==> config.mk <==
export PLATFORM = sky130hd
export DESIGN_NAME = soundex_name_encoder
export DESIGN_NICKNAME = d
export VERILOG_FILES = /design/src/rtl/core/sndx_pkg.sv /design/src/rtl/core/sndx_char_map.sv /design/src/rtl/core/sndx_accum.sv /design/src/rtl/core/soundex_name_encoder.sv
export SDC_FILE = /design/constraint.sdc
export NUM_CORES = 1
export LEC_CHECK = 0
export CAP_MARGIN = 20
export CORE_ASPECT_RATIO = 1.75
export CORE_MARGIN = 2
export CORE_UTILIZATION = 38
export CTS_CLUSTER_SIZE = 14
export DETAILED_ROUTE_END_ITERATION = 16
export DONT_BUFFER_PORTS = 1
export PLACE_DENSITY = 0.58
export SKIP_CTS_REPAIR_TIMING = 1
export SLEW_MARGIN = 25
export SYNTH_ARGS = -nofsm -noshare
export SYNTH_HDL_FRONTEND = slang
export SYNTH_HIERARCHICAL = 1
export SYNTH_SLANG_ARGS = --single-unit
==> constraint.sdc <==
create_clock -name clock -period 6.9 [get_ports clock]
set_input_delay 1.38 -clock clock [delete_from_list [all_inputs] [get_ports clock]]
set_output_delay 1.38 -clock clock [all_outputs]
set_load 0.03 [all_outputs]
==> src/rtl/core/sndx_pkg.sv <==
// shared types, constants and the letter code table of the soundex encoder
package sndx_pkg;

   localparam int CHAR_WIDTH   = 8;
   localparam int LETTER_WIDTH = 7;
   localparam int CODE_WIDTH   = 3;
   localparam int DIGIT_COUNT  = 3;
   localparam int HELD_WIDTH   = 2;
   localparam int INDEX_WIDTH  = 5;

   localparam logic [CHAR_WIDTH-1:0] ASCII_UPPER_A = 8'h41;
   localparam logic [CHAR_WIDTH-1:0] ASCII_UPPER_Z = 8'h5A;
   localparam logic [CHAR_WIDTH-1:0] ASCII_LOWER_A = 8'h61;
   localparam logic [CHAR_WIDTH-1:0] ASCII_LOWER_Z = 8'h7A;
   localparam logic [CHAR_WIDTH-1:0] CASE_OFFSET   = 8'h20;

   localparam logic [CODE_WIDTH-1:0] CODE_NONE = 3'd0;
   localparam logic [CODE_WIDTH-1:0] CODE_LABIAL = 3'd1;
   localparam logic [CODE_WIDTH-1:0] CODE_GUTTURAL = 3'd2;
   localparam logic [CODE_WIDTH-1:0] CODE_DENTAL = 3'd3;
   localparam logic [CODE_WIDTH-1:0] CODE_LONG_LIQUID = 3'd4;
   localparam logic [CODE_WIDTH-1:0] CODE_NASAL = 3'd5;
   localparam logic [CODE_WIDTH-1:0] CODE_SHORT_LIQUID = 3'd6;

   localparam logic [HELD_WIDTH-1:0] HELD_FULL = 2'd3;

   typedef struct packed {
      logic [CHAR_WIDTH-1:0] char_in;
      logic                  last_char;
   } req_word_type;

   typedef struct packed {
      logic [LETTER_WIDTH-1:0] lead_letter;
      logic [CODE_WIDTH-1:0]   digit_one;
      logic [CODE_WIDTH-1:0]   digit_two;
      logic [CODE_WIDTH-1:0]   digit_three;
      logic                    no_letters;
   } rsp_word_type;

   typedef struct packed {
      logic                    is_letter;
      logic [LETTER_WIDTH-1:0] upper;
      logic [CODE_WIDTH-1:0]   code;
   } char_class_type;

   typedef struct packed {
      logic step;
      logic last;
   } step_ctrl_type;

   // letter index 0 is A
   function automatic logic [CODE_WIDTH-1:0] letter_code(input logic [INDEX_WIDTH-1:0] idx);
      logic [CODE_WIDTH-1:0] code;
      case (idx)
         5'd1, 5'd5, 5'd15, 5'd21: code = CODE_LABIAL;
         5'd2, 5'd6, 5'd9, 5'd10, 5'd16, 5'd18, 5'd23, 5'd25: code = CODE_GUTTURAL;
         5'd3, 5'd19: code = CODE_DENTAL;
         5'd11: code = CODE_LONG_LIQUID;
         5'd12, 5'd13: code = CODE_NASAL;
         5'd17: code = CODE_SHORT_LIQUID;
         default: code = CODE_NONE;
      endcase
      return code;
   endfunction

endpackage

==> src/rtl/core/sndx_char_map.sv <==
// classifies one character: letter test, upper-case fold and soundex code
module sndx_char_map (
   input  logic [sndx_pkg::CHAR_WIDTH-1:0] char_in,
   output sndx_pkg::char_class_type        char_class
);
   import sndx_pkg::*;

   logic [CHAR_WIDTH-1:0] folded;
   logic [CHAR_WIDTH-1:0] offset;

   always_comb begin
      if (char_in >= ASCII_LOWER_A && char_in <= ASCII_LOWER_Z) begin
         folded = char_in - CASE_OFFSET;
      end else begin
         folded = char_in;
      end
      offset = folded - ASCII_UPPER_A;
      char_class.is_letter = (folded >= ASCII_UPPER_A) && (folded <= ASCII_UPPER_Z);
      char_class.upper     = folded[LETTER_WIDTH-1:0];
      char_class.code      = letter_code(offset[INDEX_WIDTH-1:0]);
   end

endmodule

==> src/rtl/core/sndx_accum.sv <==
// per-name state: first letter, previous code and held digits
module sndx_accum (
   input  logic                     clock,
   input  logic                     reset,
   input  sndx_pkg::step_ctrl_type  ctrl,
   input  sndx_pkg::char_class_type char_class,
   output sndx_pkg::rsp_word_type   result
);
   import sndx_pkg::*;

   logic                    seen_ff, seen_in;
   logic [LETTER_WIDTH-1:0] first_ff, first_in;
   logic [CODE_WIDTH-1:0]   prev_ff, prev_in;
   logic [HELD_WIDTH-1:0]   held_ff, held_in;
   logic [CODE_WIDTH-1:0]   digits_ff [DIGIT_COUNT];
   logic [CODE_WIDTH-1:0]   digits_in [DIGIT_COUNT];

   always_comb begin
      seen_in  = seen_ff;
      first_in = first_ff;
      prev_in  = prev_ff;
      held_in  = held_ff;
      for (int i = 0; i < DIGIT_COUNT; i++) begin
         digits_in[i] = digits_ff[i];
      end
      if (char_class.is_letter) begin
         if (!seen_ff) begin
            seen_in  = 1'b1;
            first_in = char_class.upper;
         end else if (char_class.code != CODE_NONE && char_class.code != prev_ff
                      && held_ff != HELD_FULL) begin
            for (int i = 0; i < DIGIT_COUNT; i++) begin
               if (held_ff == HELD_WIDTH'(i)) begin
                  digits_in[i] = char_class.code;
               end
            end
            held_in = held_ff + HELD_WIDTH'(1);
         end
         prev_in = char_class.code;
      end
      result.lead_letter = first_in;
      result.digit_one   = digits_in[0];
      result.digit_two   = digits_in[1];
      result.digit_three = digits_in[2];
      result.no_letters  = !seen_in;
   end

   always_ff @(posedge clock) begin
      if (reset || (ctrl.step && ctrl.last)) begin
         seen_ff  <= 1'b0;
         first_ff <= '0;
         prev_ff  <= CODE_NONE;
         held_ff  <= '0;
         for (int i = 0; i < DIGIT_COUNT; i++) begin
            digits_ff[i] <= CODE_NONE;
         end
      end else if (ctrl.step) begin
         seen_ff  <= seen_in;
         first_ff <= first_in;
         prev_ff  <= prev_in;
         held_ff  <= held_in;
         for (int i = 0; i < DIGIT_COUNT; i++) begin
            digits_ff[i] <= digits_in[i];
         end
      end
   end

endmodule

==> src/rtl/core/soundex_name_encoder.sv <==
// soundex name encoder top level: input register, code update, result register
//
// a name streams in one character word per cycle on req_, the final one
// marked by last_char; letters of either case are coded, everything else is
// dropped without breaking a run of equal codes. one rsp_ word per name
// carries the upper-case lead letter, three zero-padded digits and a flag for
// a name with no letters. sustained rate is one character word per cycle
// while no final character is held back; the final character goes from
// the input register through the letter table and the code/state update
// into the result register, which drives rsp_. the block keeps taking
// characters while a result waits on rsp_stall; only a final character
// stalls, and only while the result register is still full and held.
module soundex_name_encoder (
   input  logic                   clock,
   input  logic                   reset,
   input  logic                   req_valid,
   output logic                   req_stall,
   input  sndx_pkg::req_word_type req_word,
   output logic                   rsp_valid,
   input  logic                   rsp_stall,
   output sndx_pkg::rsp_word_type rsp_word
);
   import sndx_pkg::*;

   // input register
   logic         in_valid_ff, in_valid_in;
   req_word_type in_word_ff;

   // result register
   logic         out_valid_ff, out_valid_in;
   rsp_word_type out_word_ff;

   char_class_type char_class;
   step_ctrl_type  ctrl;
   rsp_word_type   result;

   logic req_take;
   logic rsp_take;

   // a final character may only move on when the result register is free
   // or being emptied this cycle; other characters always move on
   always_comb begin
      rsp_take  = out_valid_ff && !rsp_stall;
      ctrl.last = in_word_ff.last_char;
      ctrl.step = in_valid_ff && (!in_word_ff.last_char || !out_valid_ff || !rsp_stall);
      req_stall = in_valid_ff && !ctrl.step;
      req_take  = req_valid && !req_stall;

      if (req_take) begin
         in_valid_in = 1'b1;
      end else if (ctrl.step) begin
         in_valid_in = 1'b0;
      end else begin
         in_valid_in = in_valid_ff;
      end

      if (ctrl.step && ctrl.last) begin
         out_valid_in = 1'b1;
      end else if (rsp_take) begin
         out_valid_in = 1'b0;
      end else begin
         out_valid_in = out_valid_ff;
      end
   end

   always_ff @(posedge clock) begin
      if (reset) begin
         in_valid_ff  <= 1'b0;
         out_valid_ff <= 1'b0;
      end else begin
         in_valid_ff  <= in_valid_in;
         out_valid_ff <= out_valid_in;
      end
   end

   // payload registers, no reset needed
   always_ff @(posedge clock) begin
      if (req_take) begin
         in_word_ff <= req_word;
      end
      if (ctrl.step && ctrl.last) begin
         out_word_ff <= result;
      end
   end

   sndx_char_map u_char_map (
      .char_in    (in_word_ff.char_in),
      .char_class (char_class)
   );

   sndx_accum u_accum (
      .clock      (clock),
      .reset      (reset),
      .ctrl       (ctrl),
      .char_class (char_class),
      .result     (result)
   );

   assign rsp_valid = out_valid_ff;
   assign rsp_word  = out_word_ff;

endmodule
==> Word-level counts from Yosys, hierarchy flattened <==
Memories as Yosys holds them, arrays and structs flattened.
Index checks and enable logic that the tools add are counted.
{ "classes": {"div": 0, "addsub": 3, "bitwise_logic": 3, "n_mul": 0, "order_cmp": 4, "mux": 22, "n_eq_ne": 4, "reduce_logical": 24, "shifts": 0} }
{ "ops": {"columns": ["cell", "count"], "rows": [
  ["two-way mux 9 bit", 3],
  ["two-way mux 3 bit", 6],
  [">= comparator 8 x 7 -> 1 bit, second input constant", 2],
  ["<= comparator 8 x 7 -> 1 bit, second input constant", 2],
  ["two-way mux 7 bit", 2],
  ["two-way mux 1 bit", 10],
  ["logical AND 1 bit", 9],
  ["two-way mux 8 bit", 1],
  ["subtractor 8 x 6 -> 8 bit, second input constant", 1],
  ["zero test 1 bit", 6],
  ["subtractor 5 x 1 -> 5 bit, second input constant", 1],
  ["AND reduction 4 bit", 1],
  ["nonzero test 2 bit", 2],
  ["logical OR 1 bit", 3],
  ["inequality test 3 bit", 1],
  ["OR 1 bit", 3],
  ["nonzero test 3 bit", 1],
  ["adder 2 x 1 -> 2 bit, second input constant", 1],
  ["== test 2 x 1 -> 1 bit, second input constant", 1],
  ["== test 2 bit, second input constant", 1],
  ["zero test 2 bit", 1],
  ["inequality test 2 bit, second input constant", 1],
  ["AND reduction 2 bit", 1]
]} }
{ "totals": {"ramBits": 9, "latch_bits": 0, "mem_bits_ro": 96, "mem_count": 2, "input_bits": 13, "word_cells": 75, "regBits": 41, "out_inout_bits": 19} }
{ "mem_list": {"columns": ["name", "depth", "word_bits", "read_ports", "rd_clocked_by_memory_dff", "write_ports", "line", "rtl"], "rows": [
  ["(no name shown)", 32, 3, 1, 0, 0, "sndx_pkg.sv:54", "case (idx)"],
  ["u_accum.digits_ff", 3, 3, 3, 0, 3, "sndx_accum.sv:15", "logic [CODE_WIDTH-1:0] digits_ff [DIGIT_COUNT];"]
]} }

==> Logic depth before layout (Yosys ltp) <==
Gate-level depths: netlist of the first run.
An unclocked memory read counts as a cell.
{ "depth": {"ltp_word": 12, "mapped_depth": 15, "mapped_depth_nobuf": 12} }

==> Cells and area by module <==
Netlist of the first run, hierarchy kept.
{ "by_module_without_submodules": {"columns": ["mod", "seq_area_each_um2", "area_each_um2", "cells_each", "instances"], "rows": [
  ["sndx_accum", 530.5, 1390.1, 143, 1],
  ["soundex_name_encoder", 820.8, 873.3, 39, 1],
  ["sndx_char_map", 0.0, 455.4, 61, 1]
]} }

==> Worst setup path before layout of the first run <==
No wires, ideal clock.
{ "synth_timing": {"path_type": "register -> register", "start": "reg in_word_ff[1] (netlist name)", "end": "reg out_word_ff (netlist bit rsp_word[4]), data pin", "synth_period_minus_slack_ns": 3.561, "n_path_buf": 3, "path_slack_ns": 3.339, "setup_time_ns": 0.260, "required_time_ns": 6.640, "arrival_time_ns": 3.300, "path_stages_with_launch": 14, "cell_sequence": "edfxtp_1 > inv_1 > ha_1 > inv_1 > ha_1 > buf_1 > mux2_2 > a32o_1 > xnor2_1 > a311o_1 > or2_1 > buf_6 > buf_12 > mux2_4"} }
{ "synth_lines": {"columns": ["element", "line", "rtl"], "rows": [
  ["start: declaration", "soundex_name_encoder.sv:27", "req_word_type in_word_ff;"],
  ["start signal: assignment", "soundex_name_encoder.sv:79", "in_word_ff <= req_word;"],
  ["end signal: assignment", "soundex_name_encoder.sv:82", "out_word_ff <= result;"],
  ["end: declaration", "soundex_name_encoder.sv:31", "rsp_word_type out_word_ff;"]
]} }

==> impl_metrics.toml, run 1 <==
[final_layout]
fin_util_pct = 41.59
synthToLayoutAreaGrowth_pct = 5.661
finalNetCount = 259
finalNonFillerCells = 319
fin_area_sq_mm = 0.002873
n_fill_cell = 702
antennaDiodeCount = 0
layout_commonest_cell = "nand2_1"
drive_gt1_share_pct = 19.57
final_cell_mix = "nand2_1, edfxtp_1, mux2_2, a21oi_1, dfxtp_1"

[logic_synthesis]
synth_compound_area_share_pct = 8.882
syn_area_sq_mm = 0.002719
ys_types = 45
synth_adder_area_share_pct = 5.522
ys.flop_type = "edfxtp_1"
avgSynthCellArea_sq_um = 11.19
synth-seq-area-share_pct = 49.70
ys_async_sr_fraction_pct = 0
synth_xor_xnor_area_share_pct = 1.887
synth_simple_gate_area_share_pct = 12.75
ys_seq_elements = 50
synth_cells = 243
synth_top_family_by_area = "multiplexers"
synth_edf_count = 35
synthMuxAreaShare_pct = 15.14
syn-num-nets = 268
yosys_warnings = 6

[global_route]
antenna_found_initial = 0
grt_pass1_vias = 1752
grt_max_degree = 19
grt_pass1_wl_um = 8825
overflow = 0
track_usage_pct = 15.30

[routing]
wl_per_cell_um = 16.62
wl_um = 5302
postRouteAntennaNets = 0
drc = 0
vias = 1707
dr.pass1.iters = 4
via_per_inst = 5.351
drtIter0Drc = 71

[floorplan]
die_x_um = 67.94
rows = 40
die_h_um = 115.9
die-area_sq_mm = 0.007874
num_io_pins = 32
start_util_pct = 39.37
coreArea_sq_mm = 0.006907

[placement]
pre_cts_ws_ns = 2.850
dp_hpwl_um = 3793
post_dp_cell_area_sq_mm = 0.002721
gp_congestion = 0.7537
port_buffers = 0
dpl.cell_count = 311

[timing]
rsz0062_at_grt = "false"
fin_ws_ns = 2.849
hold_ws_ns = 0.4554
period_needed_ns = 4.051
slew_headroom_pct = 39.34
max_freq_mhz = 246.9
fin_tns_setup_ns = 0
finalMaxSlewViolations = 0
period_share_pct = 58.71
setup_viol = 0
tightest_slew_ns = 0.9099
finalHoldViolCount = 0
worst_clock_skew_ns = 0.008450

[clock_tree]
htreeDepth = 2
clk_pin_slew_ns = 0.07
clock-root-buffer = "clkbuf_16"
cts.sinks = 50
clkLatencyLatePin_ns = 0.30
clk_path_buf_depth = 2
numCtsBuffers = 5
cts_tree = "yes"

[power]
ir_drop_mv = 0.1597
leakagePower_nw = 1.066
p_total_mw = 0.6550
power.density_mw_per_mm2 = 228.0

[setup_path]
cp_cell_sequence = "inv_1 > ha_1 > inv_1 > ha_1 > o21ai_0 > mux2_4 > o22ai_2 > xnor2_1 > a311o_1 > or2_1 > mux2_2"
path_class = "flip-flop to flip-flop"
arrival_ns = 4.09
path_max_fanout = 18
critical-path-slowest-cell = "or2_1"
end_kind = "flip-flop"
cp_num_buf_inv = 2
crit_family = "simple AND/OR/NAND/NOR gates"
start_kind = "flip-flop"
slowest_delay_ns = 0.73
cp.required_ns = 6.94

[outcome]
status = "completed"

[worst_hold_path]
hold_path_class = "flip-flop to flip-flop"

[flow_run]
drv_cap = 0
-- logic make-up (layout without fill, tap and decap cells) --
group | count (synthesis) | after routing
mux | 37 | 37
xor+xnor | 5 | 5
buf+inv | 29 | 21
fa+ha+maj | 12 | 12
simple gates | 71 | 71
flops | 50 | 50
compound gates | 39 | 39
-- synthesized netlist by cell type, types with 2 or more instances --
library cell	count	area, sq um
nor2_1	9	33.78
a31oi_1	3	18.77
a21o_1	2	15.01
mux2_2	25	281.5
mux2i_1	10	100.1
buf_2	3	15.01
inv_1	12	45.04
o21ai_0	3	15.01
xnor2_1	3	26.28
a32o_1	2	20.02
buf_1	2	7.510
or2_2	2	12.51
buf_4	6	45.04
edfxtp_1	35	1051
nor2b_1	2	12.51
nand2_1	37	138.9
clkbuf_1	3	11.26
nand3_1	10	50.05
dfxtp_1	15	300.3
mux2_4	2	30.03
ha_1	12	150.1
o211ai_1	2	15.01
a21oi_1	21	105.1
-- state kept, by name, summed over array words and instances, names as in the netlist --
register / count
rsp_word: 17
u_accum/digits_ff: 9
in_word_ff: 8
u_accum/first_ff: 7
u_accum/prev_ff: 3
u_accum/held_ff: 2
ctrl: 1
in_valid_ff: 1
rsp_valid: 1
u_accum/seen_ff: 1
-- routing by layer --
layer,vias to the layer above,GRT usage [%],wire [um]
met2,37,25.89,2858
met1,816,16.70,2060
met5,-,0,0
met4,0,9.200,220
met3,14,3.786,163
li1,840,-,-
-- worst reg2reg max path, cell delays in order, from the launching register on --
cell      delay (ns)
edfxtp_1        0.55
inv_1           0.20
ha_1            0.29
inv_1           0.07
ha_1            0.40
o21ai_0         0.14
mux2_4          0.28
o22ai_2         0.31
xnor2_1         0.17
a311o_1         0.25
or2_1           0.73
mux2_2          0.43
-- layout make-up --
type | instances | area, sq um | area share, %
clock buffer | 6 | 128.9 | 4.486
clock inverter | 2 | 13.76 | 0.4791
inverter | 12 | 45.04 | 1.568
multi-input combinational | 164 | 1221 | 42.51
sequential | 50 | 1351 | 47.04
tap | 84 | 105.1 | 3.659
timing repair buffer | 1 | 7.507 | 0.2613
-- report_power, final --
part / switching, mW / total, mW / internal [mW]
logic: 0.0344 / 0.0596 / 0.0252
clock network: 0.109 / 0.244 / 0.135
registers: 0.0178 / 0.351 / 0.333
total: 0.162 / 0.655 / 0.493
-- worst paths after layout --
kind | startpoint | end | slack (ns) | cells past startpoint
max | in_word_ff[1]$_DFFE_PP_ | rsp_word[5]$_DFFE_PP_ | 2.85 | 11
min | u_accum/first_ff[5]$_SDFFE_PP0P_ | u_accum/first_ff[5]$_SDFFE_PP0P_ | 0.46 | 2
max reg2reg | in_word_ff[1]$_DFFE_PP_ | rsp_word[5]$_DFFE_PP_ | 2.85 | 11
min reg2reg | u_accum/first_ff[5]$_SDFFE_PP0P_ | u_accum/first_ff[5]$_SDFFE_PP0P_ | 0.46 | 2
(Power assumes the default switching activity.)
==> run 2: changes to the inputs <==
Settings changed: PLACE_DENSITY 0.58 to 0.6.
Clock period 6.9 ns to 3.45 ns, I/O delays scaled along.
==> run 2 against run 1 <==
Effect of this change:
- sequential share of layout area fell by 1.8 points
- register-to-register slack got worse by 2.7 ns
- non-clock buffer count rose by 13
- highest routed layer unchanged
- via count rose by 2.2%
- clock-buffer cell count did not move
- total power rose by 110%
- critical endpoint is now rsp_word[4]$_DFFE_PP_
- sequential power rose by 98%
- clock skew barely moved
- maximum frequency rose by 24%
- critical path type unchanged
==> impl_metrics.toml, run 2 (synthesis gave the netlist of run 1 again) <==
[timing]
period_share_pct = 94.34
tightest_slew_ns = 0.6145
max_freq_mhz = 307.3
rsz0062_at_grt = "false"
fin_tns_setup_ns = 0
fin_ws_ns = 0.1953
worst_clock_skew_ns = 0.008023
finalHoldViolCount = 0
period_needed_ns = 3.255
hold_ws_ns = 0.4512
slew_headroom_pct = 58.94
finalMaxSlewViolations = 0
setup_viol = 0

[final_layout]
layout_commonest_cell = "nand2_1"
finalNetCount = 272
largest_reg_flops = 17
fin_util_pct = 43.26
drive_gt1_share_pct = 24.19
finalNonFillerCells = 332
synthToLayoutAreaGrowth_pct = 9.894
fin_area_sq_mm = 0.002988
final_cell_mix = "nand2_1, edfxtp_1, mux2_2, a21oi_1, dfxtp_1"
antennaDiodeCount = 0

[clock_tree]
clk_path_buf_depth = 2
cts.sinks = 50
clk_pin_slew_ns = 0.07
clock-root-buffer = "clkbuf_16"
cts_tree = "yes"
clkLatencyLatePin_ns = 0.30
htreeDepth = 2
numCtsBuffers = 5

[floorplan]
start_util_pct = 39.37
coreArea_sq_mm = 0.006907
num_io_pins = 32
die-area_sq_mm = 0.007874
die_h_um = 115.9
rows = 40
die_x_um = 67.94

[placement]
port_buffers = 0
dp_hpwl_um = 3950
gp_congestion = 0.7454
pre_cts_ws_ns = 0.2204
dpl.cell_count = 324
post_dp_cell_area_sq_mm = 0.002826

[routing]
drtIter0Drc = 82
wl_um = 5372
dr.pass1.iters = 4
via_per_inst = 5.253
vias = 1744
postRouteAntennaNets = 0
drc = 0
wl_per_cell_um = 16.18

[global_route]
grt_max_degree = 19
grt_pass1_wl_um = 8735
track_usage_pct = 15.38
overflow = 0
antenna_found_initial = 0
grt_pass1_vias = 1725

[setup_path]
cp.required_ns = 3.50
end_kind = "flip-flop"
start_kind = "flip-flop"
arrival_ns = 3.31
path_class = "flip-flop to flip-flop"
path_max_fanout = 18

[power]
p_total_mw = 1.347
leakagePower_nw = 1.141
ir_drop_mv = 0.3350
power.density_mw_per_mm2 = 450.8

[worst_hold_path]
hold_path_class = "input port to flip-flop"

[flow_run]
drv_cap = 0

[outcome]
status = "completed"
==> run 2: final cells by class <==
| type | instances | area [sq um] |
|---|---|---|
| fill | 675 | 3919 |
| clock inverter | 2 | 15.01 |
| inverter | 12 | 45.04 |
| sequential | 50 | 1351 |
| multi-input combinational | 164 | 1215 |
| tap | 84 | 105.1 |
| timing repair buffer | 14 | 117.6 |
| clock buffer | 6 | 138.9 |
==> run 2: path summary, 6_finish.rpt <==
check                                endpoint                              from  slack, ns  cells after the start
min reg2reg  u_accum/first_ff[5]$_SDFFE_PP0P_  u_accum/first_ff[5]$_SDFFE_PP0P_       0.45                      2
max                     rsp_word[4]$_DFFE_PP_           in_word_ff[2]$_DFFE_PP_       0.20                     11
max reg2reg             rsp_word[4]$_DFFE_PP_           in_word_ff[2]$_DFFE_PP_       0.20                     11
min                    rsp_valid$_SDFFE_PP0P_                             reset       0.45                      1
==> run 2: per-layer routing <==
metal	GRT usage (%)	up-vias	share of wire, %
li1	-	865	-
met1	15.54	836	36
met2	27.90	35	57
met3	3.883	8	4.0
met4	8.000	0	2.9
met5	0	-	0
==> run 2: report_power, final <==
part           switching (mW)  internal (mW)
combinational          0.0765         0.0605
clock                   0.223          0.292
sequential             0.0288          0.666
total                   0.328           1.02
==> run 2: worst max-delay path, stage by stage (launching register included) <==
cell and delay (ns):
edfxtp_1 0.39, inv_1 0.10, ha_2 0.20, inv_1 0.04
ha_1 0.40, mux2_2 0.36, a32o_1 0.28, xnor2_1 0.15
a311o_1 0.36, or2_1 0.25, buf_12 0.17, mux2_4 0.29
==> run 3: changes to the inputs <==
Settings changed: REMOVE_ABC_BUFFERS set to 1.
==> run 3 against run 2 <==
Effect of this change:
- clock power rose by 12%
- maximum frequency rose by 0.22%
- sequential cell count did not move
- first-iteration DRC count rose by 50%
- via count rose by 0.23%
- final cell count did not move
- combinational power fell by 4%
- sequential power barely moved
- sequential share of layout area fell by 0.094 points
- critical path type unchanged
- critical endpoint unchanged
- largest power group unchanged
- highest routed layer unchanged
==> impl_metrics.toml, run 3 (synthesis gave the netlist of run 1 again) <==
[floorplan]
rows = 40
die_h_um = 115.9
die_x_um = 67.94
num_io_pins = 32
coreArea_sq_mm = 0.006907
die-area_sq_mm = 0.007874
start_util_pct = 39.37

[final_layout]
antennaDiodeCount = 0
layout_commonest_cell = "nand2_1"
final_cell_mix = "nand2_1, edfxtp_1, mux2_2, a21oi_1, dfxtp_1"
finalNetCount = 272
synthToLayoutAreaGrowth_pct = 10.12
drive_gt1_share_pct = 24.19
largest_reg_flops = 17

[power]
power.density_mw_per_mm2 = 469.3
leakagePower_nw = 1.143
combPwrFrac_pct = 9.4
swShare_pct = 23.77
clkPwrFrac_pct = 41.0
p_int_mw = 1.071
power_switching_mw = 0.3340
power_frac_seq_pct = 49.5
ir_drop_mv = 0.2679

[global_route]
track_usage_pct = 14.90
grt_pass1_wl_um = 8542
grt_max_degree = 19
antenna_found_initial = 0
overflow = 0
grt_pass1_vias = 1746

[routing]
postRouteAntennaNets = 0
vias = 1748
via_per_inst = 5.265
drtIter0Drc = 123
dr.pass1.iters = 4
drc = 0
wl_um = 5325
wl_per_cell_um = 16.04

[placement]
gp_congestion = 0.8058
pre_cts_ws_ns = 0.01517
dp_hpwl_um = 3802
port_buffers = 0

[setup_path]
cp_cell_sequence = "inv_1 > ha_1 > inv_1 > ha_1 > mux2_2 > a32o_1 > xnor2_1 > a311o_1 > or2_4 > mux2_4"
arrival_ns = 3.30
path_class = "flip-flop to flip-flop"
regToRegStartpoint = "in_word_ff[2]$_DFFE_PP_"
r2r_slack_ns = 0.20
start_kind = "flip-flop"
crit_start = "in_word_ff[2]$_DFFE_PP_"
end_kind = "flip-flop"
path_max_fanout = 14
critical-path-slowest-cell = "edfxtp_1"
cp.required_ns = 3.50
slowest_delay_ns = 0.39

[worst_hold_path]
hp-start = "u_accum/first_ff[6]$_SDFFE_PP0P_"
hold_path_class = "flip-flop to flip-flop"

[clock_tree]
clock-root-buffer = "clkbuf_16"
clk_pin_slew_ns = 0.07
clk_path_buf_depth = 2
cts.sinks = 50
cts_tree = "yes"
htreeDepth = 2
clkLatencyLatePin_ns = 0.30
numCtsBuffers = 5

[timing]
tightest_slew_ns = 0.6516
rsz0062_at_grt = "false"
max_freq_mhz = 307.9
fin_tns_setup_ns = 0
finalHoldViolCount = 0
setup_viol = 0
fin_ws_ns = 0.2024
period_share_pct = 94.13
period_needed_ns = 3.248
finalMaxSlewViolations = 0
worst_clock_skew_ns = 0.01018
slew_headroom_pct = 56.47

[outcome]
status = "completed"

[flow_run]
drv_cap = 0
-- run 3: stage by stage --
| step | cell area (sq um) | power [mW] | cells | hold slack (ns) | util, % |
|---|---|---|---|---|---|
| final | 2994 | 1.405 | 332 | 0.4530 | 43.35 |
| after detailed placement | 2819 | 0.8425 | 324 | 0.4468 | 40.82 |
| after global placement | 2811 | 0.8399 | 324 | 0.4395 | 40.71 |
| after floorplan | 2597 | 0.7994 | 226 | 0.4338 | - |
| after CTS | 2992 | 1.424 | 332 | 0.4480 | 43.32 |
| after global routing | 2994 | 1.454 | 332 | 0.4514 | 43.35 |
-- run 3: cell type report --
class,instances,area [sq um]
Clock buffer,5,125.1
Clock inverter,3,47.55
Fill cell,651,3913
Inverter,12,45.04
Multi-Input combinational cell,164,1215
Sequential cell,50,1351
Tap cell,84,105.1
Timing Repair Buffer,14,105.1
-- run 3: worst paths after layout --
kind | end | cells after the start
worst max-delay path | rsp_word[4]$_DFFE_PP_ | 10
worst min-delay path | u_accum/first_ff[6]$_SDFFE_PP0P_ | 2
worst max register to register | rsp_word[4]$_DFFE_PP_ | 10
worst min register to register | u_accum/first_ff[6]$_SDFFE_PP0P_ | 2
-- run 3: worst max-delay path, delay by kind of cell (launching register included) --
kind	cells	cell delay, ns
muxes	2	0.68
DFF	1	0.39
and+or+nand+nor	1	0.32
xor gates and xnor gates	1	0.15
adders and majority gates	2	0.65
AOI/OAI and AO/OA	2	0.64
buffers and inverters	2	0.16
-- run 3: power groups by stage --
stage          Sequential [mW]  Clock, mW  Combinational [mW]
3_5_place_dp             0.710          0               0.132
2_1_floorplan            0.708          0              0.0916
3_3_place_gp             0.710          0               0.130
5_1_grt                  0.699      0.608               0.146
6_report                 0.696      0.577               0.132
4_1_cts                  0.697      0.594               0.133
-- run 3: metal layers --
metal | routed length (um) | up-vias | part of all wire (%) | track usage, %
li1 | - | 871 | - | -
met1 | 2026 | 832 | 38 | 14.45
met2 | 2958 | 29 | 56 | 27.12
met3 | 143 | 16 | 2.7 | 3.981
met4 | 196 | 0 | 3.7 | 8.533
met5 | 0 | - | 0 | 0
